### config.mk
export PLATFORM = sky130hd
export DESIGN_NAME = event_stream_field_parser_core
export DESIGN_NICKNAME = d
export VERILOG_FILES = /design/src/rtl/core/esfp_pkg.sv /design/src/rtl/core/esfp_front.sv /design/src/rtl/core/esfp_queue.sv /design/src/rtl/core/esfp_back.sv /design/src/rtl/core/event_stream_field_parser_core.sv
export VERILOG_INCLUDE_DIRS = /design/src /design/src/rtl/core
export SDC_FILE = /design/constraint.sdc
export NUM_CORES = 1
export LEC_CHECK = 0
export BUFFER_PORTS_ARGS = -buffer_cell sky130_fd_sc_hd__buf_2
export CAP_MARGIN = 20
export CORE_ASPECT_RATIO = 1.1
export CORE_UTILIZATION = 39
export DETAILED_ROUTE_END_ITERATION = 10
export SLEW_MARGIN = 20
export SYNTH_ARGS = -nofsm -noshare
export SYNTH_HDL_FRONTEND = slang
export SYNTH_SLANG_ARGS = --single-unit
### constraint.sdc
create_clock -name i_clk -period 2.45 [get_ports i_clk]
set_input_delay 0.245 -clock i_clk [delete_from_list [all_inputs] [get_ports i_clk]]
set_output_delay 0.245 -clock i_clk [all_outputs]
set_load 0.005 [all_outputs]
### src/rtl/core/assert_macros.svh
// Assertion helpers shared by the core RTL.
`ifndef ASSERT_MACROS_SVH
`define ASSERT_MACROS_SVH

// Property must hold at every clock edge outside reset.
`define ESFP_ASSERT(lbl, clk, rst_n, prop, msg) \
    lbl: assert property (@(posedge clk) disable iff (!rst_n) (prop)) else $error(msg);

// Condition must never be seen at a clock edge outside reset.
`define ESFP_NEVER(lbl, clk, rst_n, cond, msg) \
    lbl: assert property (@(posedge clk) disable iff (!rst_n) !(cond)) else $error(msg);

`endif

### src/rtl/core/esfp_pkg.sv
`default_nettype none
package esfp_pkg;

    localparam logic [7:0] CH_CR    = 8'h0D;
    localparam logic [7:0] CH_LF    = 8'h0A;
    localparam logic [7:0] CH_COLON = 8'h3A;
    localparam logic [7:0] CH_SPACE = 8'h20;

    // Field names packed little-endian, first byte in the low bits.
    localparam logic [39:0] NAME_EVENT = 40'h74_6E_65_76_65;
    localparam logic [39:0] NAME_DATA  = 40'h00_61_74_61_64;
    localparam logic [39:0] NAME_ID    = 40'h00_00_00_64_69;

    localparam int NAME_MAX = 5;
    localparam int MSG_LEN  = 7;

    localparam int QDEPTH = 4;
    localparam int QPTR_W = $clog2(QDEPTH);
    localparam int QCNT_W = $clog2(QDEPTH + 1);

    typedef enum logic [1:0] {
        TK_EOL,
        TK_COLON,
        TK_SPACE,
        TK_OTHER
    } t_tok_class;

    typedef struct packed {
        t_tok_class cls;
        logic [7:0] data;
    } t_tok;

    typedef enum logic [2:0] {
        PH_START   = 3'd0,
        PH_NAME    = 3'd1,
        PH_COMMENT = 3'd2,
        PH_SPACE   = 3'd3,
        PH_VALUE   = 3'd4
    } t_phase;

    typedef enum logic [1:0] {
        FLD_IGNORED = 2'd0,
        FLD_EVENT   = 2'd1,
        FLD_DATA    = 2'd2,
        FLD_ID      = 2'd3
    } t_field;

    typedef enum logic [2:0] {
        K_TYPE_START = 3'd0,
        K_TYPE_BYTE  = 3'd1,
        K_DATA_BYTE  = 3'd2,
        K_DATA_END   = 3'd3,
        K_ID_START   = 3'd4,
        K_ID_BYTE    = 3'd5,
        K_DISPATCH   = 3'd6
    } t_kind;

    // Letters of "message" by position.
    function automatic logic [7:0] msg_char(input logic [2:0] idx);
        logic [7:0] c;
        unique case (idx)
            3'd0:    c = 8'h6D;
            3'd1:    c = 8'h65;
            3'd2:    c = 8'h73;
            3'd3:    c = 8'h73;
            3'd4:    c = 8'h61;
            3'd5:    c = 8'h67;
            3'd6:    c = 8'h65;
            default: c = 8'h00;
        endcase
        return c;
    endfunction

endpackage
`default_nettype wire

### src/rtl/core/esfp_front.sv
`default_nettype none
module esfp_front import esfp_pkg::*; (
    input  wire logic       i_clk,
    input  wire logic       i_rst_n,
    input  wire logic       i_valid,
    input  wire logic [7:0] i_byte,
    input  wire logic       i_full,
    output logic            o_stall,
    output logic            o_push,
    output t_tok            o_tok
);

    logic r_after_cr;
    logic n_after_cr;
    logic accept;
    logic swallow;

    assign o_stall = i_full;
    assign accept  = i_valid && !i_full;
    // LF directly after CR completes the same line end: drop it.
    assign swallow = (i_byte == CH_LF) && r_after_cr;
    assign o_push  = accept && !swallow;

    always_comb begin
        o_tok.data = i_byte;
        if (i_byte == CH_CR || i_byte == CH_LF) begin
            o_tok.cls = TK_EOL;
        end else if (i_byte == CH_COLON) begin
            o_tok.cls = TK_COLON;
        end else if (i_byte == CH_SPACE) begin
            o_tok.cls = TK_SPACE;
        end else begin
            o_tok.cls = TK_OTHER;
        end
    end

    always_comb begin
        n_after_cr = r_after_cr;
        if (accept) begin
            n_after_cr = swallow ? 1'b0 : (i_byte == CH_CR);
        end
    end

    always_ff @(posedge i_clk) begin
        if (!i_rst_n) begin
            r_after_cr <= 1'b0;
        end else begin
            r_after_cr <= n_after_cr;
        end
    end

endmodule
`default_nettype wire

### src/rtl/core/esfp_queue.sv
`default_nettype none
`include "assert_macros.svh"
module esfp_queue import esfp_pkg::*; (
    input  wire logic i_clk,
    input  wire logic i_rst_n,
    input  wire logic i_push,
    input  wire t_tok i_tok,
    input  wire logic i_pop,
    output logic      o_full,
    output logic      o_empty,
    output t_tok      o_tok
);

    t_tok              r_slot [QDEPTH];
    logic [QPTR_W-1:0] r_wr_ptr;
    logic [QPTR_W-1:0] r_rd_ptr;
    logic [QCNT_W-1:0] r_count;
    logic [QCNT_W-1:0] n_count;

    assign o_full  = (r_count == QCNT_W'(QDEPTH));
    assign o_empty = (r_count == '0);
    assign o_tok   = r_slot[r_rd_ptr];

    always_comb begin
        n_count = r_count;
        if (i_push && !i_pop) begin
            n_count = r_count + 1'b1;
        end else if (!i_push && i_pop) begin
            n_count = r_count - 1'b1;
        end
    end

    always_ff @(posedge i_clk) begin
        if (i_push) begin
            r_slot[r_wr_ptr] <= i_tok;
        end
    end

    always_ff @(posedge i_clk) begin
        if (!i_rst_n) begin
            r_wr_ptr <= '0;
            r_rd_ptr <= '0;
            r_count  <= '0;
        end else begin
            if (i_push) begin
                r_wr_ptr <= r_wr_ptr + 1'b1;
            end
            if (i_pop) begin
                r_rd_ptr <= r_rd_ptr + 1'b1;
            end
            r_count <= n_count;
        end
    end

    `ESFP_NEVER(a_q_overfill, i_clk, i_rst_n, r_count > QCNT_W'(QDEPTH), "queue count over depth")
    `ESFP_NEVER(a_q_underrun, i_clk, i_rst_n, i_pop && o_empty, "pop from empty queue")
    `ESFP_NEVER(a_q_overrun, i_clk, i_rst_n, i_push && o_full && !i_pop, "push into full queue")

endmodule
`default_nettype wire

### src/rtl/core/esfp_back.sv
`default_nettype none
`include "assert_macros.svh"
module esfp_back import esfp_pkg::*; (
    input  wire logic       i_clk,
    input  wire logic       i_rst_n,
    input  wire logic       i_empty,
    input  wire t_tok       i_tok,
    output logic            o_pop,
    input  wire logic       i_out_stall,
    output logic            o_out_valid,
    output logic [2:0]      o_out_kind,
    output logic [7:0]      o_out_byte,
    output logic            o_is_message
);

    t_phase      r_phase,    n_phase;
    logic [39:0] r_name,     n_name;
    logic [2:0]  r_name_len, n_name_len;
    logic        r_too_long, n_too_long;
    t_field      r_field,    n_field;
    logic [2:0]  r_tmi,      n_tmi;
    logic        r_tim,      n_tim;

    logic        r_out_valid, n_out_valid;
    t_kind       r_out_kind,  n_out_kind;
    logic [7:0]  r_out_byte,  n_out_byte;
    logic        r_out_msg,   n_out_msg;

    t_field      lookup;
    logic        emit;
    t_kind       e_kind;
    logic [7:0]  e_byte;
    logic        e_msg;
    logic [7:0]  b;

    assign b     = i_tok.data;
    assign o_pop = !i_empty && (!r_out_valid || !i_out_stall);

    always_comb begin
        if (r_too_long) begin
            lookup = FLD_IGNORED;
        end else if (r_name_len == 3'd5 && r_name == NAME_EVENT) begin
            lookup = FLD_EVENT;
        end else if (r_name_len == 3'd4 && r_name == NAME_DATA) begin
            lookup = FLD_DATA;
        end else if (r_name_len == 3'd2 && r_name == NAME_ID) begin
            lookup = FLD_ID;
        end else begin
            lookup = FLD_IGNORED;
        end
    end

    always_comb begin
        n_phase    = r_phase;
        n_name     = r_name;
        n_name_len = r_name_len;
        n_too_long = r_too_long;
        n_field    = r_field;
        n_tmi      = r_tmi;
        n_tim      = r_tim;
        emit       = 1'b0;
        e_kind     = K_DISPATCH;
        e_byte     = 8'd0;
        e_msg      = 1'b0;

        if (i_tok.cls == TK_EOL) begin
            unique case (r_phase)
                PH_START: begin
                    emit   = 1'b1;
                    e_kind = K_DISPATCH;
                    e_msg  = r_tim;
                    n_tmi  = 3'd0;
                    n_tim  = 1'b1;
                end
                PH_NAME: begin
                    priority case (lookup)
                        FLD_DATA: begin
                            emit   = 1'b1;
                            e_kind = K_DATA_END;
                        end
                        FLD_EVENT: begin
                            emit   = 1'b1;
                            e_kind = K_TYPE_START;
                            n_tmi  = 3'd0;
                            n_tim  = 1'b1;
                        end
                        FLD_ID: begin
                            emit   = 1'b1;
                            e_kind = K_ID_START;
                        end
                        default: ;
                    endcase
                end
                PH_SPACE, PH_VALUE: begin
                    if (r_field == FLD_DATA) begin
                        emit   = 1'b1;
                        e_kind = K_DATA_END;
                    end
                end
                default: ;
            endcase
            n_phase    = PH_START;
            n_name     = '0;
            n_name_len = '0;
            n_too_long = 1'b0;
            n_field    = FLD_IGNORED;
        end else begin
            unique case (r_phase)
                PH_START, PH_NAME: begin
                    if (i_tok.cls == TK_COLON) begin
                        if (r_phase == PH_START) begin
                            n_phase = PH_COMMENT;
                        end else begin
                            n_phase = PH_SPACE;
                            n_field = lookup;
                            if (lookup == FLD_EVENT) begin
                                emit   = 1'b1;
                                e_kind = K_TYPE_START;
                                n_tmi  = 3'd0;
                                n_tim  = 1'b1;
                            end else if (lookup == FLD_ID) begin
                                emit   = 1'b1;
                                e_kind = K_ID_START;
                            end
                        end
                    end else begin
                        n_phase = PH_NAME;
                        if (r_name_len < 3'(NAME_MAX)) begin
                            n_name[{r_name_len, 3'b000} +: 8] = b;
                            n_name_len = r_name_len + 1'b1;
                        end else begin
                            n_too_long = 1'b1;
                        end
                    end
                end
                PH_SPACE, PH_VALUE: begin
                    n_phase = PH_VALUE;
                    // Drop one leading space right after the colon.
                    if (!(r_phase == PH_SPACE && i_tok.cls == TK_SPACE)) begin
                        unique case (r_field)
                            FLD_EVENT: begin
                                emit   = 1'b1;
                                e_kind = K_TYPE_BYTE;
                                e_byte = b;
                                if (r_tmi < 3'(MSG_LEN) && b == msg_char(r_tmi)) begin
                                    n_tmi = r_tmi + 1'b1;
                                    n_tim = (r_tmi == 3'(MSG_LEN - 1));
                                end else begin
                                    n_tmi = 3'(MSG_LEN);
                                    n_tim = 1'b0;
                                end
                            end
                            FLD_DATA: begin
                                emit   = 1'b1;
                                e_kind = K_DATA_BYTE;
                                e_byte = b;
                            end
                            FLD_ID: begin
                                emit   = 1'b1;
                                e_kind = K_ID_BYTE;
                                e_byte = b;
                            end
                            default: ;
                        endcase
                    end
                end
                default: ;
            endcase
        end
    end

    always_comb begin
        n_out_valid = r_out_valid && i_out_stall;
        n_out_kind  = r_out_kind;
        n_out_byte  = r_out_byte;
        n_out_msg   = r_out_msg;
        if (o_pop) begin
            n_out_valid = emit;
            n_out_kind  = e_kind;
            n_out_byte  = e_byte;
            n_out_msg   = e_msg;
        end
    end

    always_ff @(posedge i_clk) begin
        if (!i_rst_n) begin
            r_phase     <= PH_START;
            r_name      <= '0;
            r_name_len  <= '0;
            r_too_long  <= 1'b0;
            r_field     <= FLD_IGNORED;
            r_tmi       <= '0;
            r_tim       <= 1'b1;
            r_out_valid <= 1'b0;
        end else begin
            if (o_pop) begin
                r_phase    <= n_phase;
                r_name     <= n_name;
                r_name_len <= n_name_len;
                r_too_long <= n_too_long;
                r_field    <= n_field;
                r_tmi      <= n_tmi;
                r_tim      <= n_tim;
            end
            r_out_valid <= n_out_valid;
        end
    end

    always_ff @(posedge i_clk) begin
        r_out_kind <= n_out_kind;
        r_out_byte <= n_out_byte;
        r_out_msg  <= n_out_msg;
    end

    assign o_out_valid  = r_out_valid;
    assign o_out_kind   = r_out_kind;
    assign o_out_byte   = r_out_byte;
    assign o_is_message = r_out_msg;

    `ESFP_NEVER(a_b_name_len, i_clk, i_rst_n, r_name_len > 3'(NAME_MAX), "name length over five")
    `ESFP_ASSERT(a_b_too_long, i_clk, i_rst_n, r_too_long |-> r_name_len == 3'(NAME_MAX), "long name flag without full name")
    `ESFP_ASSERT(a_b_marker_byte, i_clk, i_rst_n, (r_out_valid && (r_out_kind == K_TYPE_START || r_out_kind == K_DATA_END || r_out_kind == K_ID_START || r_out_kind == K_DISPATCH)) |-> r_out_byte == 8'd0, "marker carries a byte")

endmodule
`default_nettype wire

### src/rtl/core/event_stream_field_parser_core.sv
`default_nettype none
// Event-stream field parser: takes server-sent-event text one byte per request and returns
// tagged results (type start/byte, data byte, data line end, id start/byte, dispatch with
// the is-message flag), zero or one result per byte. CR, LF and CR LF each end one line,
// also when the pair is split across requests. A byte is taken every cycle while the
// front is not stalled; the front normalizes line ends and classifies the byte, a
// four-entry queue decouples it from the back, and the back runs the line parser
// and owns the output register. A byte's result is presented at the earliest once the byte
// has been written into the queue at the accepting edge and then parsed from the queue head
// into the output register. Sustained rate is one byte per cycle, set by the back's parse
// step; i_out_stall only backs up the queue, and the input is stalled once the queue is full.
module event_stream_field_parser_core import esfp_pkg::*; (
    input  wire logic       i_clk,
    input  wire logic       i_rst_n,
    input  wire logic       i_stream_valid,
    input  wire logic [7:0] i_stream_byte,
    output logic            o_stream_stall,
    output logic            o_out_valid,
    input  wire logic       i_out_stall,
    output logic [2:0]      o_out_kind,
    output logic [7:0]      o_out_byte,
    output logic            o_is_message
);

    logic push;
    logic pop;
    logic full;
    logic empty;
    t_tok push_tok;
    t_tok head_tok;

    // Front: hold the CR state, drop an LF that completes a CR LF pair, classify the byte.
    esfp_front u_front (
        .i_clk   (i_clk),
        .i_rst_n (i_rst_n),
        .i_valid (i_stream_valid),
        .i_byte  (i_stream_byte),
        .i_full  (full),
        .o_stall (o_stream_stall),
        .o_push  (push),
        .o_tok   (push_tok)
    );

    // Queue: absorb output stalls so the front keeps taking bytes until the queue is full.
    esfp_queue u_queue (
        .i_clk   (i_clk),
        .i_rst_n (i_rst_n),
        .i_push  (push),
        .i_tok   (push_tok),
        .i_pop   (pop),
        .o_full  (full),
        .o_empty (empty),
        .o_tok   (head_tok)
    );

    // Back: advance the parser one token per cycle unless stalled; register the result.
    esfp_back u_back (
        .i_clk        (i_clk),
        .i_rst_n      (i_rst_n),
        .i_empty      (empty),
        .i_tok        (head_tok),
        .o_pop        (pop),
        .i_out_stall  (i_out_stall),
        .o_out_valid  (o_out_valid),
        .o_out_kind   (o_out_kind),
        .o_out_byte   (o_out_byte),
        .o_is_message (o_is_message)
    );

endmodule
`default_nettype wire

After elaboration in Yosys (flattened, before gate mapping)
Memory sizes are Yosys's and may differ from the RTL's. A register that Yosys moved wholly into a read port is not among the register bits.
Index checks and enable logic that the tools add are counted.
- bits in registers: 74
- bits in writable memories: 40
- input port bits: 12
- output and inout bits: 14
- logic and storage cells: 190
- memories kept: 1
- add/sub/neg operators: 7
- magnitude comparators: 2
- eq/ne operators: 37
- shift-type cells: 2
- mux-type cells: 81
- bitwise operators: 2
- reduce and logical (&&, ||, !) cells: 43
- memory list (name ; words ; bits a word ; read ports ; clocked after Yosys merged registers in ; wr ports ; line ; source):
    u_queue.r_slot ; 4 ; 10 ; 1 ; 1 ; 1 ; esfp_queue.sv:14 ; t_tok r_slot [QDEPTH];
- operator list (kind ; number):
    40-bit two-way mux ; 4
    3-bit two-way mux ; 20
    40-bit bitwise mux ; 1
    40-bit by 15-bit equality test with 1-bit output, second input constant ; 1
    40-bit by 31-bit equality test with 1-bit output, second input constant ; 1
    40-bit by 39-bit equality test with 1-bit output, second input constant ; 1
    8-bit by 8-bit variable shift with 40-bit output, first input constant ; 1
    8-bit by 8-bit variable part select with 40-bit output ; 1
    7-bit one-hot mux with 5 select lines ; 1
    8-bit two-way mux ; 4
    3-bit one-hot mux with 2 select lines ; 5
    2-bit two-way mux ; 14
    1-bit two-way mux ; 26
    3-bit equality test, second input constant ; 7
    3-bit one-hot mux with 3 select lines ; 2
    8-bit by 4-bit equality test with 1-bit output, second input constant ; 2
    8-bit by 6-bit equality test with 1-bit output, second input constant ; 2
    3-bit by 2-bit equality test with 1-bit output, second input constant ; 4
    1-bit logical AND ; 12
    4-bit AND reduction ; 3
    2-bit equality test, second input constant ; 5
    3-bit by 1-bit adder with 3-bit output, second input constant ; 3
    3-bit zero test ; 3
    8-bit equality test ; 1
    other kinds (23) ; 50

Logic depth before layout (Yosys ltp)
- word-level depth: 14
- mapped depth: 13
- gate-level depth less buffers: 13

Cells and area by module
A second synthesis with hierarchy kept.
- cells, all modules: 534
- area, all modules: 5695.5 µm²
- modules (own cells, without submodules) (module ; instances ; cells each ; area each (µm²) ; sequential area each (µm²)):
    esfp_back ; 1 ; 410 ; 3589.7 ; 1441.4
    esfp_queue ; 1 ; 95 ; 1888.1 ; 1381.3
    esfp_front ; 1 ; 29 ; 217.7 ; 20.0

Least setup slack after synthesis
OpenSTA, ideal clock, no wires.
- path type: register to register
- start point: register u_back.r_name_len[0]
- end point: register u_back.r_out_valid (netlist: u_back.o_out_valid)
- setup time: 58 ps
- data arrival time: 2570 ps
- data required time: 2392 ps
- slack: -178 ps
- stages on the path, launching flop included: 14
- buffers on the path: 0
- clock period less this slack: 2628 ps
- cell sequence: dfxtp_1 -> inv_1 -> ha_1 -> nor2b_1 -> nand2_1 -> or3_1 -> o31a_1 -> or3_1 -> ha_1 -> o22a_1 -> o21ai_0 -> a21oi_1 -> o21ai_0 -> a31o_2
- longest elaborated chain between the ends: 14
- elaborated cells on any way between the ends: 23
- those cells by class: 6 x eq/ne; 13 x mux; 4 x reduce/logical
- ends and longest elaborated chain (element ; line ; source):
    start: declaration ; esfp_back.sv:18 ; logic [2:0] r_name_len, n_name_len;
    start signal: assignment ; esfp_back.sv:199 ; r_name_len <= n_name_len;
    3-bit by 2-bit equality test with 1-bit output ; esfp_back.sv:46 ; end else if (r_name_len == 3'd2 && r_name == NAME_ID) begin
    1-bit logical AND ; esfp_back.sv:46 ;
    2-bit two-way mux ; esfp_back.sv:46 ;
    2-bit two-way mux ; esfp_back.sv:44 ; end else if (r_name_len == 3'd4 && r_name == NAME_DATA) begin
    2-bit two-way mux (*) ; esfp_back.sv:42 ; end else if (r_name_len == 3'd5 && r_name == NAME_EVENT) begin
    2-bit two-way mux (*) ; esfp_back.sv:40 ; if (r_too_long) begin
    2-bit equality test ; esfp_back.sv:76, esfp_back.sv:121 ;
    1-bit two-way mux ; esfp_back.sv:121 ; end else if (lookup == FLD_ID) begin
    1-bit two-way mux ; esfp_back.sv:116 ; if (lookup == FLD_EVENT) begin
    1-bit two-way mux ; esfp_back.sv:111 ; if (r_phase == PH_START) begin
    1-bit two-way mux ; esfp_back.sv:110 ; if (i_tok.cls == TK_COLON) begin
    1-bit one-hot mux with 2 select lines ; esfp_back.sv:108 ; unique case (r_phase)
    1-bit two-way mux (*) ; esfp_back.sv:66 ; if (i_tok.cls == TK_EOL) begin
    1-bit two-way mux (*) ; esfp_back.sv:177 ; if (o_pop) begin
    end signal: assignment ; esfp_back.sv:205 ; r_out_valid <= n_out_valid;
    end: declaration ; esfp_back.sv:24 ; logic r_out_valid, n_out_valid;
Mark *: on every way between the ends. The rest lies on a longest branch, timed or not.
A chain may end at the register's enable or synchronous reset.

Final worst setup path
- start point: register u_back.r_name[29]
- end point: register u_back.r_out_valid (netlist: u_back.o_out_valid)
- longest elaborated chain between the ends: 14
- elaborated cells on any way between the ends: 23
- those cells by class: 6 x eq/ne; 13 x mux; 4 x reduce/logical
- ends and longest elaborated chain (element ; line ; source):
    start: declaration ; esfp_back.sv:17 ; logic [39:0] r_name, n_name;
    start signal: assignment ; esfp_back.sv:198 ; r_name <= n_name;
    40-bit by 15-bit equality test with 1-bit output ; esfp_back.sv:46 ;
    1-bit logical AND ; esfp_back.sv:46 ;
    2-bit two-way mux ; esfp_back.sv:46 ;
    2-bit two-way mux ; esfp_back.sv:44 ;
    2-bit two-way mux (*) ; esfp_back.sv:42 ;
    2-bit two-way mux (*) ; esfp_back.sv:40 ;
    2-bit equality test ; esfp_back.sv:76, esfp_back.sv:121 ;
    1-bit two-way mux ; esfp_back.sv:121 ;
    1-bit two-way mux ; esfp_back.sv:116 ;
    1-bit two-way mux ; esfp_back.sv:111 ;
    1-bit two-way mux ; esfp_back.sv:110 ;
    1-bit one-hot mux with 2 select lines ; esfp_back.sv:108 ;
    1-bit two-way mux (*) ; esfp_back.sv:66 ;
    1-bit two-way mux (*) ; esfp_back.sv:177 ;
Marked as above.

==> flow_metrics.tcl <==
set metrics [dict create \
    status "finished, violations left" \
    violations "negative setup slack" \
    p_leak_nw 2.62 \
    synthFlopType "dfxtp_1" \
    antenna_cells 0 \
    drv_slew 0 \
    core_area_mm2 0.0144 \
    pin_count 26 \
    finalSetupTns_ps -560 \
    track_usage 0.205 \
    total_power_mw 7.44 \
    area_growth_pct 25.3 \
    fin_crit_ps 2660 \
    numCtsBuffers 17 \
    slew_headroom 0.530 \
    clock_path_buffers 2 \
    rsz0062_at_grt "true" \
    die_area_mm2 0.0152 \
    worstPathRequired_ps 2820 \
    endpoint_kind "flip-flop" \
    peakVddDrop_mv 0.485 \
    holdPathStages 1 \
    r2r.worst_path.cells 12 \
    grt_busiest_layer "met2" \
    synthArstFlopShare 0 \
    hold_slack_ps 90.2 \
    crit_fanout 2 \
    io_buffers 25 \
    via_per_inst 5.50 \
    worstPathArrival_ps 3030 \
    met2_usage 0.372 \
    postPlaceCellArea_mm2 0.00645 \
    clk_latency_ps 420 \
    grt_overflow 0 \
    ff_latch_area_mm2 0.00286 \
    synth_cells 541 \
    hold_viol 0 \
    p_per_area_mw_per_mm2 1040 \
    syn_nets 578 \
    die_width_um 117 \
    layout_commonest_cell "nand2_1" \
    drive_above_1_share 0.274 \
    rows 46 \
    firstDrtPassIters 5 \
    crit_type "reg2reg" \
    gp_congestion 0.865 \
    root_buffer "clkbuf_16" \
    gr-usage-met3 0.0470 \
    min_path_type "in2reg" \
    cts_sinks 116 \
    yosysTopAreaCell "edfxtp_1" \
    wl_per_cell_um 17.7 \
    setup_viol 3 \
    drt_iter0_drc 305 \
    holdBufCountCts 0 \
    fill_cells 1333 \
    drc 0 \
    dp_cells 796 \
    cp-start-kind "flip-flop" \
    num_vias 4570 \
    synth_area_leaders "edfxtp_1 (27%), dfxtp_1 (22%), ha_1 (5.3%), nand2_1 (4.3%), a21oi_1 (3.1%)" \
    yosys_warnings 0 \
    timing.max_cap.violations 0 \
    yosysSeqAreaShare 0.497 \
    first_global_vias 4634 \
    syn_area_per_cell_um2 10.6 \
    synth-edff-count 52 \
    grt_pass1_wl_um 23700 \
    tightest_slew_ps 705 \
    fin_ws_ps -209 \
    clk_pin_slew_worst_paths_ps 60 \
    ant_nets 0 \
    fin_area_mm2 0.00716 \
    initial_core_util 0.397 \
    grtUsageMet1 0.230 \
    final_cells 831 \
    grt_max_degree 17 \
    synthDistinctLibCells 73 \
    min_period_over_period 1.09 \
    multi_input_area_mm2 0.00282 \
    synth_top_area_share 0.273 \
    antenna_found_initial 0 \
    netlist_area_mm2 0.00572 \
    hpwlAfterDp_um 10500 \
    cts_tree "built" \
    fmax_ghz 0.376 \
    dieHeight_um 129 \
    synth-seq-cells 116 \
    final_cell_mix "nand2_1 (66), buf_4 (58), dfxtp_1 (53), edfxtp_1 (52), nor2_1 (33)" \
    htreeDepth 4 \
    nets 664 \
    wirelength_um 14700 \
    finClkSkew_ps 6.47 \
]
what timing repair did:
action,CTS,global route
setup endpoints to repair,5,41
resized for setup,9,19
buffers inserted,1,3
pin swaps,8,13
power breakdown:
group	internal (mW)	switching [mW]
Combinational	1.08	1.45
Sequential	2.34	0.171
Clock	1.51	0.884
kinds of logic (layout without fill, tap and decap cells):
logic type / after synthesis / in the layout / share of synthesized area
adder cells (fa/ha/maj): 25 / 25 / 0.0560
XOR/XNOR: 9 / 9 / 0.0138
AO/OA/AOI/OAI: 117 / 117 / 0.146
buffers and inverters: 34 / 132 / 0.0306
AND/OR/NAND/NOR: 225 / 225 / 0.207
flip-flops: 116 / 116 / 0.497
multiplexers: 15 / 15 / 0.0486
routing by layer:
metal	up-vias	wire, µm
met1	2216	5910
met5	-	0
met3	27	650
met4	0	319
li1	2188	-
met2	139	7830
critical path, cell delays in order (launching register included):
cell	delay (ps)
dfxtp_1	380
buf_4	140
and4_1	200
nand4_1	140
or3_1	420
o31a_1	140
or3_4	400
ha_4	160
o22a_1	190
o21ai_1	120
a21oi_1	80
o21ai_1	90
a31o_2	160
cell type report:
type                       instances  area share
clock buffer                      25      0.0751
clock inverter                     6     0.00541
inverter                          16     0.00873
multi-input combinational        391       0.394
sequential                       116       0.399
tap                              192      0.0335
timing repair buffer              85      0.0838
per-stage QoR:
stage                      util  worst slack, ps
after detailed placement  0.448             -267
final                     0.498             -209
after CTS                 0.491             -211
after floorplan               -            -24.1
after global placement    0.448             -233
after global routing      0.498             -295
registers in the layout, summed over array words and instances, names as in the netlist, named ones only:
signal               flops
u_back.r_name           40
u_queue.r_slot          40
u_back.o_out_byte        8
u_back.o_out_kind        3
u_back.r_name_len        3
u_back.r_phase           3
u_back.r_tmi             3
u_queue.r_count          3
u_back.r_field           2
u_queue.r_rd_ptr         2
u_queue.r_wr_ptr         2
u_back.o_is_message      1
u_back.o_out_valid       1
u_back.r_tim             1
u_back.r_too_long        1
u_front.r_after_cr       1
final timing paths:
kind / slack (ps) / to / from
worst max-delay path: -210 / u_back.o_out_valid$_SDFF_PN0_ / u_back.r_name[29]$_SDFFE_PN0P_
worst min-delay path: 90 / u_queue.r_slot[1][3]$_DFFE_PP_ / i_stream_byte[3]
worst max register to register: -210 / u_back.o_out_valid$_SDFF_PN0_ / u_back.r_name[29]$_SDFFE_PN0P_
worst min register to register: 450 / u_back.r_name[33]$_SDFFE_PN0P_ / u_back.r_name[33]$_SDFFE_PN0P_
Yosys cell counts, types with 10 or more instances:
cell type and instances:
a21oi_1 35, and2_1 14, clkbuf_1 12, dfxtp_1 64, edfxtp_1 52, ha_1 24, inv_1 15, nand2_1 66
nand2b_1 10, nand3_1 25, nor2_1 33, nor3_1 11, nor4_1 13, o21ai_0 32
Power figures use the tool's default switching activity.
